`src/hw/rtl/tiled_indexed_pixel_fetch_core_macros.svh`:
```
// Assertion macros shared by the pixel fetch RTL.
// Depends on nothing; users must have clk and rst_n in scope.
`ifndef TILED_INDEXED_PIXEL_FETCH_CORE_MACROS_SVH
`define TILED_INDEXED_PIXEL_FETCH_CORE_MACROS_SVH

// Same-cycle implication, disabled during reset
`define TIPF_ASSERT_IMPL(lbl, ante, cons, msg) \
  lbl: assert property (@(posedge clk) disable iff (!rst_n) (ante) |-> (cons)) \
    else $error(msg);

// Next-cycle implication, disabled during reset
`define TIPF_ASSERT_NEXT(lbl, ante, cons, msg) \
  lbl: assert property (@(posedge clk) disable iff (!rst_n) (ante) |=> (cons)) \
    else $error(msg);

`endif

```
`src/hw/rtl/tipf_pkg.sv`:
```
// Package for the tiled indexed pixel fetch: types, codes, palette and defaults.
// Depends on nothing.
`default_nettype none

package tipf_pkg;

  // Defaults for the top-level parameters
  localparam int DEF_STORE_BYTES     = 16384;
  localparam int DEF_MAX_WIDTH_TILES = 24;

  // Result queue depth bounds the number of reads in flight
  localparam int FIFO_DEPTH = 4;
  localparam int CREDIT_W   = $clog2(FIFO_DEPTH + 1);

  // Field widths
  localparam int BIDX_W = 14;
  localparam int BYTE_W = 8;
  localparam int X_W    = 8;
  localparam int Y_W    = 7;
  localparam int TILE_W = 10;
  localparam int LIN_W  = 15;
  localparam int CIDX_W = 2;
  localparam int CDAT_W = 5;

  // Configuration reset values
  localparam logic [4:0] RST_WIDTH_TILES  = 5'd24;
  localparam logic [4:0] RST_HEIGHT_TILES = 5'd16;

  localparam logic [31:0] COLOR_BLACK = 32'h0000_00FF;
  localparam logic [31:0] COLOR_WHITE = 32'hFFFF_FFFF;

  localparam logic [31:0] PALETTE [16] = '{
    32'h0000_0000, 32'h0000_00FF, 32'hFFDF_9CFF, 32'hFFAE_31FF,
    32'hFF49_00FF, 32'hFF00_00FF, 32'hCE69_EFFF, 32'h10C7_CEFF,
    32'h2969_C6FF, 32'h0896_52FF, 32'h73D7_39FF, 32'hFFFF_5AFF,
    32'h8080_80FF, 32'hC0C0_C0FF, 32'hFFFF_FFFF, 32'h4A9C_ADFF
  };

  typedef enum logic {
    OP_WRITE = 1'b0,
    OP_READ  = 1'b1
  } op_t;

  typedef enum logic {
    MODE_4BPP = 1'b0,
    MODE_1BPP = 1'b1
  } mode_t;

  typedef enum logic [CIDX_W-1:0] {
    CFG_PIXEL_MODE   = 2'd0,
    CFG_WIDTH_TILES  = 2'd1,
    CFG_HEIGHT_TILES = 2'd2
  } cfg_idx_t;

  typedef struct packed {
    mode_t      mode;
    logic [4:0] width_tiles;
    logic [4:0] height_tiles;
  } cfg_t;

  // Control of the address stage
  typedef struct packed {
    logic       valid;
    logic       is_write;
    logic       wr_en;
    logic       oor;
    mode_t      mode;
    logic [2:0] xsel;
  } s1_ctrl_t;

  typedef struct packed {
    logic [31:0] color_rgba;
    logic [3:0]  color_index;
    logic        out_of_range;
  } result_t;

endpackage

`default_nettype wire

```
`src/hw/rtl/tipf_result_fifo.sv`:
```
// Result queue between the decode stage and the output channel.
// Depends on tipf_pkg and the assertion macro header.
`default_nettype none

module tipf_result_fifo #(
  parameter int DEPTH = tipf_pkg::FIFO_DEPTH
) (
  input  wire logic                      clk,
  input  wire logic                      rst_n,
  input  wire logic                      push,
  input  wire tipf_pkg::result_t         push_data,
  input  wire logic                      pop,
  output tipf_pkg::result_t              head,
  output logic                           head_valid,
  output logic [$clog2(DEPTH+1)-1:0]     count_r
);
  import tipf_pkg::*;
  `include "tiled_indexed_pixel_fetch_core_macros.svh"

  localparam int PW = (DEPTH > 1) ? $clog2(DEPTH) : 1;
  localparam int CW = $clog2(DEPTH + 1);

  result_t       entry [DEPTH];
  logic [PW-1:0] wr_ptr_r;
  logic [PW-1:0] rd_ptr_r;
  logic [PW-1:0] wr_ptr_nxt;
  logic [PW-1:0] rd_ptr_nxt;
  logic [CW-1:0] count_nxt;

  // Pointer wrap and occupancy
  always_comb begin
    wr_ptr_nxt = wr_ptr_r;
    rd_ptr_nxt = rd_ptr_r;
    count_nxt  = count_r;
    if (push) begin
      wr_ptr_nxt = (wr_ptr_r == PW'(DEPTH - 1)) ? '0 : wr_ptr_r + 1'b1;
    end
    if (pop) begin
      rd_ptr_nxt = (rd_ptr_r == PW'(DEPTH - 1)) ? '0 : rd_ptr_r + 1'b1;
    end
    case ({push, pop})
      2'b10:   count_nxt = count_r + 1'b1;
      2'b01:   count_nxt = count_r - 1'b1;
      default: count_nxt = count_r;
    endcase
  end

  always_ff @(posedge clk) begin
    if (!rst_n) begin
      wr_ptr_r <= '0;
      rd_ptr_r <= '0;
      count_r  <= '0;
    end else begin
      wr_ptr_r <= wr_ptr_nxt;
      rd_ptr_r <= rd_ptr_nxt;
      count_r  <= count_nxt;
    end
  end

  // Entry storage
  always_ff @(posedge clk) begin
    if (push) begin
      entry[wr_ptr_r] <= push_data;
    end
  end

  assign head       = entry[rd_ptr_r];
  assign head_valid = (count_r != '0);

  `TIPF_ASSERT_IMPL(a_no_overflow, push, count_r < CW'(DEPTH), "result queue overflow")
  `TIPF_ASSERT_NEXT(a_cnt_up, push && !pop, count_r == $past(count_r) + 1'b1, "count not up")
  `TIPF_ASSERT_NEXT(a_cnt_dn, pop && !push, count_r == $past(count_r) - 1'b1, "count not down")

endmodule

`default_nettype wire

```
`config.mk`:
```
export PLATFORM = sky130hd
export DESIGN_NAME = tipf_result_fifo
export DESIGN_NICKNAME = d
export VERILOG_FILES = /design/src/hw/rtl/tipf_pkg.sv /design/src/hw/rtl/tipf_result_fifo.sv
export VERILOG_INCLUDE_DIRS = /design/src /design/src/hw/rtl
export SDC_FILE = /design/constraint.sdc
export NUM_CORES = 1
export LEC_CHECK = 0
export BUFFER_PORTS_ARGS = -buffer_cell sky130_fd_sc_hd__buf_2
export CORE_MARGIN = 2
export CORE_UTILIZATION = 40
export CTS_CLUSTER_DIAMETER = 60
export DETAILED_ROUTE_END_ITERATION = 7
export GPL_TIMING_DRIVEN = 1
export PLACE_DENSITY = 0.59
export SETUP_SLACK_MARGIN = 0.1
export SYNTH_ARGS = -nofsm -noshare
export SYNTH_HDL_FRONTEND = slang
export SYNTH_SLANG_ARGS = --single-unit
```
`constraint.sdc`:
```
create_clock -name clk -period 2.2 [get_ports clk]
set_input_delay 0.22 -clock clk [delete_from_list [all_inputs] [get_ports clk]]
set_output_delay 0.22 -clock clk [all_outputs]
set_load 0.005 [all_outputs]
```
==> results.py <==
metrics = {
    "run_status": {
        "status": "finished clean",
    },
    "sta": {
        "final_max_slew_viol_count": 0,
        "tightest_slew_ps": 337,
        "period_needed_ps": 2010,
        "period_share_pct": 91.6,
        "rsz0062_at_grt": "no",
        "setup-tns-final_ps": 0,
        "fmax_mhz": 496,
        "hold_viol": 0,
        "setup_viol": 0,
        "fin_worst_skew_ps": 8.68,
        "slew_headroom_pct": 77.5,
    },
    "drt": {
        "drc_errors": 0,
        "totalWireLength_um": 10100,
        "met3_length_um": 418,
        "dr_wl_met2_um": 5360,
        "drtPass1Iterations": 4,
        "vias_per_cell": 5.01,
        "top_layer_used": "met4",
        "wl_per_cell_um": 18.5,
        "vias": 2721,
        "drt_iter0_drc": 129,
        "met1_length_um": 4070,
        "ant_nets": 0,
    },
    "critical_path": {
        "startpoint_type": "flip-flop",
        "critPathMaxFanout": 26,
        "required_ps": 1980,
        "critPathKind": "reg2out",
        "cp.arrival_ps": 1790,
        "ff2ff_path_depth": 4,
        "rrSetupSlack_ps": 700,
        "timing.rr.start": "count_r[0]",
        "rr_endpoint": "count_r[2]",
        "end_kind": "primary output",
    },
    "clocking": {
        "cts_made_buffers": 17,
        "cts_setup_buffers": 0,
        "clock_path_buffers": 2,
        "cts_resized": 0,
        "cts_root_buf": "clkbuf_16",
        "clk_latency_ps": 420,
        "ctsHoldBuffers": 9,
        "cts_max_level": 4,
        "cts_tree": "done",
        "path_clk_slew_ps": 60,
        "cts_sinks": 157,
    },
    "layout": {
        "antenna_cells": 0,
        "design_area_mm2": 0.00715,
        "final_layout_size_suffix_gt1_share_pct": 42.9,
        "fin_nets": 394,
        "syn_to_final_growth_pct": 22.4,
    },
    "synth": {
        "yosysUniqueCellTypes": 22,
        "async_flop_share_pct": 0,
        "synth_seq_cells": 157,
        "synthCells": 235,
        "synthFlopType": "edfxtp_1",
        "avgSynthCellArea_um2": 24.9,
        "yosys_warnings": 0,
        "synth_edf_count": 148,
        "synth_seq_area_share_pct": 79.2,
        "synth.net_count": 283,
        "netlist_area_mm2": 0.00584,
    },
    "die": {
        "io_pins": 82,
        "row_count": 44,
        "start_util_pct": 40.5,
        "die_width_um": 125,
        "die_y_um": 125,
        "dieArea_mm2": 0.0156,
        "core_mm2": 0.0144,
    },
    "hold_path": {
        "hold_end": "entry[2][12]",
        "min_from": "push_data[12]",
        "whs_path_depth": 1,
        "hold_class": "in2reg",
    },
    "placed_design": {
        "gp_congestion": 0.670,
        "placed_area_mm2": 0.00651,
        "dpl.hpwl_um": 5960,
        "port_buffers": 81,
    },
    "global_route": {
        "grt_usage_pct": 14.0,
        "first_global_vias": 2967,
        "grt_max_degree": 38,
        "gr-total-overflow": 0,
        "grt_antenna_before_repair": 0,
        "grt_pass1_wl_um": 15900,
    },
    "power_and_ir_drop": {
        "power.leakage_nw": 2.48,
        "peakVddDrop_mv": 0.468,
        "finalPower_mw": 6.70,
        "pwr_density_cell_mw_per_mm2": 937,
    },
    "run": {
        "maxCapViolCount": 0,
    },
}
## worst max path at each step
stage | depth (start not counted) | endpoint | slack, ps | from
floorplan | 3 | entry[2][0] | 350 | wr_ptr_r[0]
global route | 3 | head[35] | 110 | flip-flop
finish | 3 | head[35] | 190 | flip-flop
detailed placement | 7 | count_r[2] | 440 | push
CTS | 3 | head[35] | 150 | flip-flop
global placement | 7 | count_r[2] | 500 | push
## sequential cells by signal, summed over array words and instances (netlist names), named ones only
name,count
entry,148
count_r,3
rd_ptr_r,2
wr_ptr_r,2
## cell families (layout without fill, tap and decap cells)
| kind of cell | count (synthesis) | in the layout | share of synthesized area [%] |
|---|---|---|---|
| buffers and inverters | 11 | 135 | 1.76 |
| flip-flops | 157 | 157 | 79.2 |
| AO/OA/AOI/OAI | 4 | 4 | 0.471 |
| AND/OR/NAND/NOR | 14 | 14 | 1.46 |
| adder cells (fa/ha/maj) | 7 | 7 | 1.63 |
| multiplexers | 40 | 40 | 15.2 |
| XOR/XNOR | 2 | 2 | 0.300 |
## worst max-delay path: stages (launching register included)
cell and delay (ps):
dfxtp_2 350, buf_12 240, mux4_1 620, buf_2 160
## cells in the final DEF, fill, tap and decap left out, types with 4 or more instances in the layout
cell	n
nor2b_1	4
mux4_2	30
dlygate4sd3_1	9
ha_1	6
and2_2	4
edfxtp_1	148
mux4_1	7
clkinv_2	4
buf_2	81
buf_4	7
clkbuf_16	17
dfxtp_1	7
## through the flow
stage | setup WS, ps | utilization (%) | hold slack (ps) | instances
finish | 186 | 49.6 | 17.0 | 543
floorplan | 351 | - | 319 | 235
CTS | 152 | 49.6 | 0.361 | 543
global route | 108 | 49.6 | 2.38 | 543
global placement | 499 | 45.1 | 432 | 502
detailed placement | 443 | 45.1 | 437 | 502
## cell usage after synthesis, types with 2 or more instances
cell type / instances / area, um2
ha_1: 6 / 75.1
and2_1: 5 / 31.3
buf_12: 3 / 60.1
edfxtp_1: 148 / 4440
nor2b_1: 4 / 25.0
dfxtp_1: 9 / 180
mux4_2: 30 / 676
buf_2: 3 / 15.0
mux4_1: 7 / 184
xnor2_1: 2 / 17.5
or3_1: 2 / 12.5
mux2i_1: 3 / 30.0
o21a_1: 2 / 15.0
inv_1: 3 / 11.3
## final cells by class
| type | instances | area, um2 |
|---|---|---|
| clock buffers | 19 | 433 |
| repair buffers | 100 | 608 |
| multi-input cells | 67 | 1120 |
| flip-flops and latches | 157 | 4630 |
| clock inverters | 13 | 124 |
| fillers | 1203 | 7270 |
| inverters | 3 | 11.3 |
| well taps | 184 | 230 |
## metal layers
layer | up-vias | global-route usage (%)
met3 | 14 | 4.55
met5 | - | 0
met4 | 0 | 6.86
met1 | 1426 | 16.1
met2 | 62 | 23.5
li1 | 1219 | -
## report_power, final
group | switching [mW] | internal, mW | total (mW)
Sequential | 0.0362 | 3.40 | 3.44
Clock | 1.08 | 1.65 | 2.73
Combinational | 0.254 | 0.276 | 0.530
Total | 1.37 | 5.33 | 6.70
No activity file was read; power rests on OpenSTA's default activity.
