**config.mk**
```make
export PLATFORM = sky130hd
export DESIGN_NAME = tipf_addr
export DESIGN_NICKNAME = d
export VERILOG_FILES = /design/src/hw/rtl/tiled_indexed_pixel_fetch_core_macros.svh /design/src/hw/rtl/tipf_pkg.sv /design/src/hw/rtl/tipf_addr.sv
export SDC_FILE = /design/constraint.sdc
export NUM_CORES = 1
export LEC_CHECK = 0
export BUFFER_PORTS_ARGS = -buffer_cell sky130_fd_sc_hd__buf_2
export CORE_ASPECT_RATIO = 0.9
export CORE_MARGIN = 4
export CORE_UTILIZATION = 35
export CTS_BUF_LIST = sky130_fd_sc_hd__clkbuf_4
export DETAILED_ROUTE_END_ITERATION = 10
export SLEW_MARGIN = 30
export SYNTH_ARGS = -nofsm -noshare
export SYNTH_HDL_FRONTEND = slang
export SYNTH_SLANG_ARGS = --single-unit
```
**constraint.sdc**
```tcl
create_clock -name clk -period 5.7 [get_ports clk]
set_input_delay 0.285 -clock clk [delete_from_list [all_inputs] [get_ports clk]]
set_output_delay 0.285 -clock clk [all_outputs]
set_load 0.01 [all_outputs]
```
**src/hw/rtl/tiled_indexed_pixel_fetch_core_macros.svh**
```systemverilog
// Assertion macros shared by the pixel fetch RTL.
// Depends on nothing; users must have clk and rst_n in scope.
`ifndef TILED_INDEXED_PIXEL_FETCH_CORE_MACROS_SVH
`define TILED_INDEXED_PIXEL_FETCH_CORE_MACROS_SVH

// Same-cycle implication, disabled during reset
`define TIPF_ASSERT_IMPL(lbl, ante, cons, msg) \
  lbl: assert property (@(posedge clk) disable iff (!rst_n) (ante) |-> (cons)) \
    else $error(msg);

// Next-cycle implication, disabled during reset
`define TIPF_ASSERT_NEXT(lbl, ante, cons, msg) \
  lbl: assert property (@(posedge clk) disable iff (!rst_n) (ante) |=> (cons)) \
    else $error(msg);

`endif

```
**src/hw/rtl/tipf_pkg.sv**
```systemverilog
// Package for the tiled indexed pixel fetch: types, codes, palette and defaults.
// Depends on nothing.
`default_nettype none

package tipf_pkg;

  // Defaults for the top-level parameters
  localparam int DEF_STORE_BYTES     = 16384;
  localparam int DEF_MAX_WIDTH_TILES = 24;

  // Result queue depth bounds the number of reads in flight
  localparam int FIFO_DEPTH = 4;
  localparam int CREDIT_W   = $clog2(FIFO_DEPTH + 1);

  // Field widths
  localparam int BIDX_W = 14;
  localparam int BYTE_W = 8;
  localparam int X_W    = 8;
  localparam int Y_W    = 7;
  localparam int TILE_W = 10;
  localparam int LIN_W  = 15;
  localparam int CIDX_W = 2;
  localparam int CDAT_W = 5;

  // Configuration reset values
  localparam logic [4:0] RST_WIDTH_TILES  = 5'd24;
  localparam logic [4:0] RST_HEIGHT_TILES = 5'd16;

  localparam logic [31:0] COLOR_BLACK = 32'h0000_00FF;
  localparam logic [31:0] COLOR_WHITE = 32'hFFFF_FFFF;

  localparam logic [31:0] PALETTE [16] = '{
    32'h0000_0000, 32'h0000_00FF, 32'hFFDF_9CFF, 32'hFFAE_31FF,
    32'hFF49_00FF, 32'hFF00_00FF, 32'hCE69_EFFF, 32'h10C7_CEFF,
    32'h2969_C6FF, 32'h0896_52FF, 32'h73D7_39FF, 32'hFFFF_5AFF,
    32'h8080_80FF, 32'hC0C0_C0FF, 32'hFFFF_FFFF, 32'h4A9C_ADFF
  };

  typedef enum logic {
    OP_WRITE = 1'b0,
    OP_READ  = 1'b1
  } op_t;

  typedef enum logic {
    MODE_4BPP = 1'b0,
    MODE_1BPP = 1'b1
  } mode_t;

  typedef enum logic [CIDX_W-1:0] {
    CFG_PIXEL_MODE   = 2'd0,
    CFG_WIDTH_TILES  = 2'd1,
    CFG_HEIGHT_TILES = 2'd2
  } cfg_idx_t;

  typedef struct packed {
    mode_t      mode;
    logic [4:0] width_tiles;
    logic [4:0] height_tiles;
  } cfg_t;

  // Control of the address stage
  typedef struct packed {
    logic       valid;
    logic       is_write;
    logic       wr_en;
    logic       oor;
    mode_t      mode;
    logic [2:0] xsel;
  } s1_ctrl_t;

  typedef struct packed {
    logic [31:0] color_rgba;
    logic [3:0]  color_index;
    logic        out_of_range;
  } result_t;

endpackage

`default_nettype wire

```
**src/hw/rtl/tipf_addr.sv**
```systemverilog
// Address stage: range check, tile address, store wrap; registers the store access.
// Depends on tipf_pkg.
`default_nettype none

module tipf_addr #(
  parameter int STORE_BYTES     = tipf_pkg::DEF_STORE_BYTES,
  parameter int MAX_WIDTH_TILES = tipf_pkg::DEF_MAX_WIDTH_TILES
) (
  input  wire logic                               clk,
  input  wire logic                               rst_n,
  input  wire logic                               accept,
  input  wire logic                               operation,
  input  wire logic [tipf_pkg::BIDX_W-1:0]        byte_index,
  input  wire logic [tipf_pkg::BYTE_W-1:0]        byte_value,
  input  wire logic [tipf_pkg::X_W-1:0]           pixel_x,
  input  wire logic [tipf_pkg::Y_W-1:0]           pixel_y,
  input  wire tipf_pkg::cfg_t                     cfg,
  output tipf_pkg::s1_ctrl_t                      s1_ctrl_r,
  output logic [$clog2(STORE_BYTES)-1:0]          s1_addr_r,
  output logic [tipf_pkg::BYTE_W-1:0]             s1_wdata_r
);
  import tipf_pkg::*;

  localparam int AW = $clog2(STORE_BYTES);
  // Wide enough for eight times the store size
  localparam int RW = AW + 4;

  logic [4:0]        wt;
  logic              oor;
  logic [8:0]        prod;
  logic [TILE_W-1:0] tile;
  logic [LIN_W-1:0]  lin_addr;
  logic [RW-1:0]     red;
  logic [RW-1:0]     wr_ext;
  logic              wr_ok;
  logic [AW-1:0]     addr_nxt;
  s1_ctrl_t          s1_ctrl_nxt;

  function automatic logic [6:0] width_tiles_ext();
    width_tiles_ext = {2'b00, cfg.width_tiles};
  endfunction

  // Width clamp and range check
  always_comb begin
    wt  = (7'(width_tiles_ext()) > 7'(MAX_WIDTH_TILES)) ? 5'(MAX_WIDTH_TILES)
                                                         : cfg.width_tiles;
    oor = (pixel_x >= {wt, 3'b000}) || ({1'b0, pixel_y} >= {cfg.height_tiles, 3'b000});
  end

  // Tile number and linear byte address
  always_comb begin
    prod = pixel_y[6:3] * wt;
    tile = {1'b0, prod} + {5'b00000, pixel_x[7:3]};
    if (cfg.mode == MODE_4BPP) begin
      lin_addr = {tile, pixel_y[2:0], pixel_x[2:1]};
    end else begin
      lin_addr = {2'b00, tile, pixel_y[2:0]};
    end
  end

  // Wrap the read address into the store: restoring steps, quotient below 16
  always_comb begin
    red = RW'(lin_addr);
    for (int k = 3; k >= 0; k--) begin
      if (red >= (RW'(STORE_BYTES) << k)) begin
        red = red - (RW'(STORE_BYTES) << k);
      end
    end
  end

  // Writes beyond the store are dropped
  always_comb begin
    wr_ext   = RW'(byte_index);
    wr_ok    = wr_ext < RW'(STORE_BYTES);
    addr_nxt = (operation == OP_READ) ? red[AW-1:0] : wr_ext[AW-1:0];
  end

  always_comb begin
    s1_ctrl_nxt.valid    = accept;
    s1_ctrl_nxt.is_write = (operation == OP_WRITE);
    s1_ctrl_nxt.wr_en    = (operation == OP_WRITE) && wr_ok;
    s1_ctrl_nxt.oor      = oor;
    s1_ctrl_nxt.mode     = cfg.mode;
    s1_ctrl_nxt.xsel     = pixel_x[2:0];
  end

  // Stage register
  always_ff @(posedge clk) begin
    if (!rst_n) begin
      s1_ctrl_r.valid <= 1'b0;
    end else begin
      s1_ctrl_r.valid <= s1_ctrl_nxt.valid;
    end
    s1_ctrl_r.is_write <= s1_ctrl_nxt.is_write;
    s1_ctrl_r.wr_en    <= s1_ctrl_nxt.wr_en;
    s1_ctrl_r.oor      <= s1_ctrl_nxt.oor;
    s1_ctrl_r.mode     <= s1_ctrl_nxt.mode;
    s1_ctrl_r.xsel     <= s1_ctrl_nxt.xsel;
    s1_addr_r          <= addr_nxt;
    s1_wdata_r         <= byte_value;
  end

endmodule

`default_nettype wire

```
==> flow_summary.toml <==
[worst_setup_path]
crit_path_max_incr_delay_ns = 0.52
crit_top_cell = "fa_1"
worstPathMaxFanout = 12
crit_path_end_kind = "flip-flop"
critPathKind = "in2reg"
crit_buf_inv = 2
cp_slowest_cell = "fa_1"
cpLargestDelayFamily = "adder cells"
cp_cell_sequence = "buf_2 > nand2_1 > and2_1 > nand2_1 > fa_1 > fa_1 > fa_1 > inv_1 > ha_1 > nor2b_1 > o31a_2 > mux2i_1 > a2111oi_0 > a21oi_1"
arrival_ns = 3.95
worstSetupPathDepth = 14
cp-start-kind = "primary input"
crit_required_ns = 5.88

[synth]
synth-seq-cells = 29
syn_inst = 219
synth-edff-count = 0
synth_area_sq_um = 1980
synth_area_leaders = "dfxtp_1, ha_1, fa_1"
synth_seq_area_share_pct = 29.4
synth_top_area_share_pct = 29.4
syn_area_per_cell_sq_um = 9.02
synth_top_area_cell = "dfxtp_1"
synth-async-reset-ratio_pct = 0
ys_warn_count = 0
synthDistinctLibCells = 41
dominantRegCellSynth = "dfxtp_1"
syn_nets = 310

[place]
gp_congestion = 0.862
dp_hpwl_um = 3820
io_buffers = 81
place_inst = 360

[cells_and_area]
area_growth_pct = 25.6
antenna_cells = 0
drive_gt1_share_pct = 30.7
instances_no_fill = 367
nets = 391
nFillCells = 546
final_cell_mix = "buf_2, ha_1, dfxtp_1"
mostFrequentLayoutCell = "buf_2"

[clocking]
cts.root.buffer_cell = "clkbuf_4"
postCtsSetupRepairBufs = 0
numClockSinks = 29
ctsHoldBuffers = 0
clkSlewWorstSetupHoldPaths_ns = 0.09
tritoncts = "yes"
cts_buffers = 5
cts.htree.levels = 2
cts_resized = 0
cts_buffer_depth = 2

[status]
status = "finished, final reports clean"

[sta]
fmax_mhz = 265
hold_violations = 0
fin_crit_sh_pct = 66.2
setup_tns_ns = 0
relSlewSlack_pct = 72.4
grt_setup_unrepaired = "false"
final-setup-viol-count = 0
tightest_slew_ns = 0.414
fin_crit_ns = 3.77
maxSlewViolCount = 0

[die]
ios = 82
initial_core_util_pct = 36.9
core_area_sq_um = 5350
row_count = 25
die_x_um = 87.2
die_area_sq_um = 6910
die_h_um = 79.3

[detailed_routing]
drt_iter0_drc = 38
routedWlPerCell_um = 12.1
antenna_left = 0
first_pass_iters = 4
via_per_inst = 4.63
wl_um = 4450
via_count = 1701
drc = 0

[hold_path]
holdPathStages = 1
hold_class = "in2reg"

[global_routing]
overflow = 0
antenna_found_initial = 0
track_usage_pct = 13.1
grt_pass1_vias = 1695
grt_max_degree = 27
grt_pass1_wl_um = 7290

[power]
p_per_area_nw_per_um2 = 230
ir_drop_v = 0.000102
p_leak_nw = 1.35

[run]
max_cap_violations = 0
## sequential cells by signal, indices dropped and copies added, names as in the netlist
register and cells:
s1_addr_r 14, s1_ctrl_r 7, s1_wdata_r 8
## per-stage QoR
step                hold slack (ns)  power, mW  area (sq um)  utilization, %  setup slack (ns)
floorplan                     0.313      0.391          1980               -              1.99
global placement              0.387      0.463          2430            45.5              1.69
detailed placement            0.389      0.465          2430            45.5              1.57
CTS                          0.0543      0.582          2480            46.4              1.91
global route                 0.0436      0.626          2480            46.4              1.63
finish                       0.0664      0.571          2480            46.4              1.93
## cells by family (layout without fill, tap and decap cells)
logic type               Yosys count  in the layout  synth area share [%]
AND/OR/NAND/NOR                   60             60                  14.4
buffers and inverters             34            115                  6.71
AO/OA/AOI/OAI                     46             46                  15.6
multiplexers                       7              7                  3.55
flip-flops                        29             29                  29.4
adder cells (fa/ha/maj)           39             39                  28.5
XOR/XNOR                           4              4                  1.77
## metal layers
| metal | routed length [um] | GRT usage [%] |
|---|---|---|
| met5 | 0 | 0 |
| met4 | 29 | 2.61 |
| met3 | 367 | 4.77 |
| met2 | 2000 | 21.1 |
| met1 | 2050 | 17.0 |
## where the power goes
group	total [mW]	switching, mW	internal, mW
Clock	0.115	0.0654	0.0495
Combinational	0.227	0.124	0.103
Sequential	0.229	0.00430	0.225
Total	0.571	0.193	0.378
## Yosys cell counts (4+ instances only)
cell type / count
nand2_1: 13
ha_1: 29
inv_1: 26
a21oi_1: 16
fa_1: 10
nor2_1: 23
o21ai_0: 5
and2_1: 6
dfxtp_1: 29
mux2i_1: 7
and3_1: 7
clkbuf_1: 5
o21ai_1: 4
## worst paths after layout
kind       endpoint          start  slack, ns
max   s1_addr_r[10]         cfg[8]       1.93
min   s1_wdata_r[2]  byte_value[2]       0.07
## area by class of cell
class                           instances  area, sq um  area share [%]
Multi-Input combinational cell        156         1260            50.9
Sequential cell                        29          581            23.4
Timing Repair Buffer                   81          405            16.3
Inverter                               27          101            4.08
Tap cell                               67         83.8            3.38
Clock buffer                            6         45.0            1.81
Clock inverter                          1         3.75           0.151
Note: power is estimated with default switching activity, not from simulation.
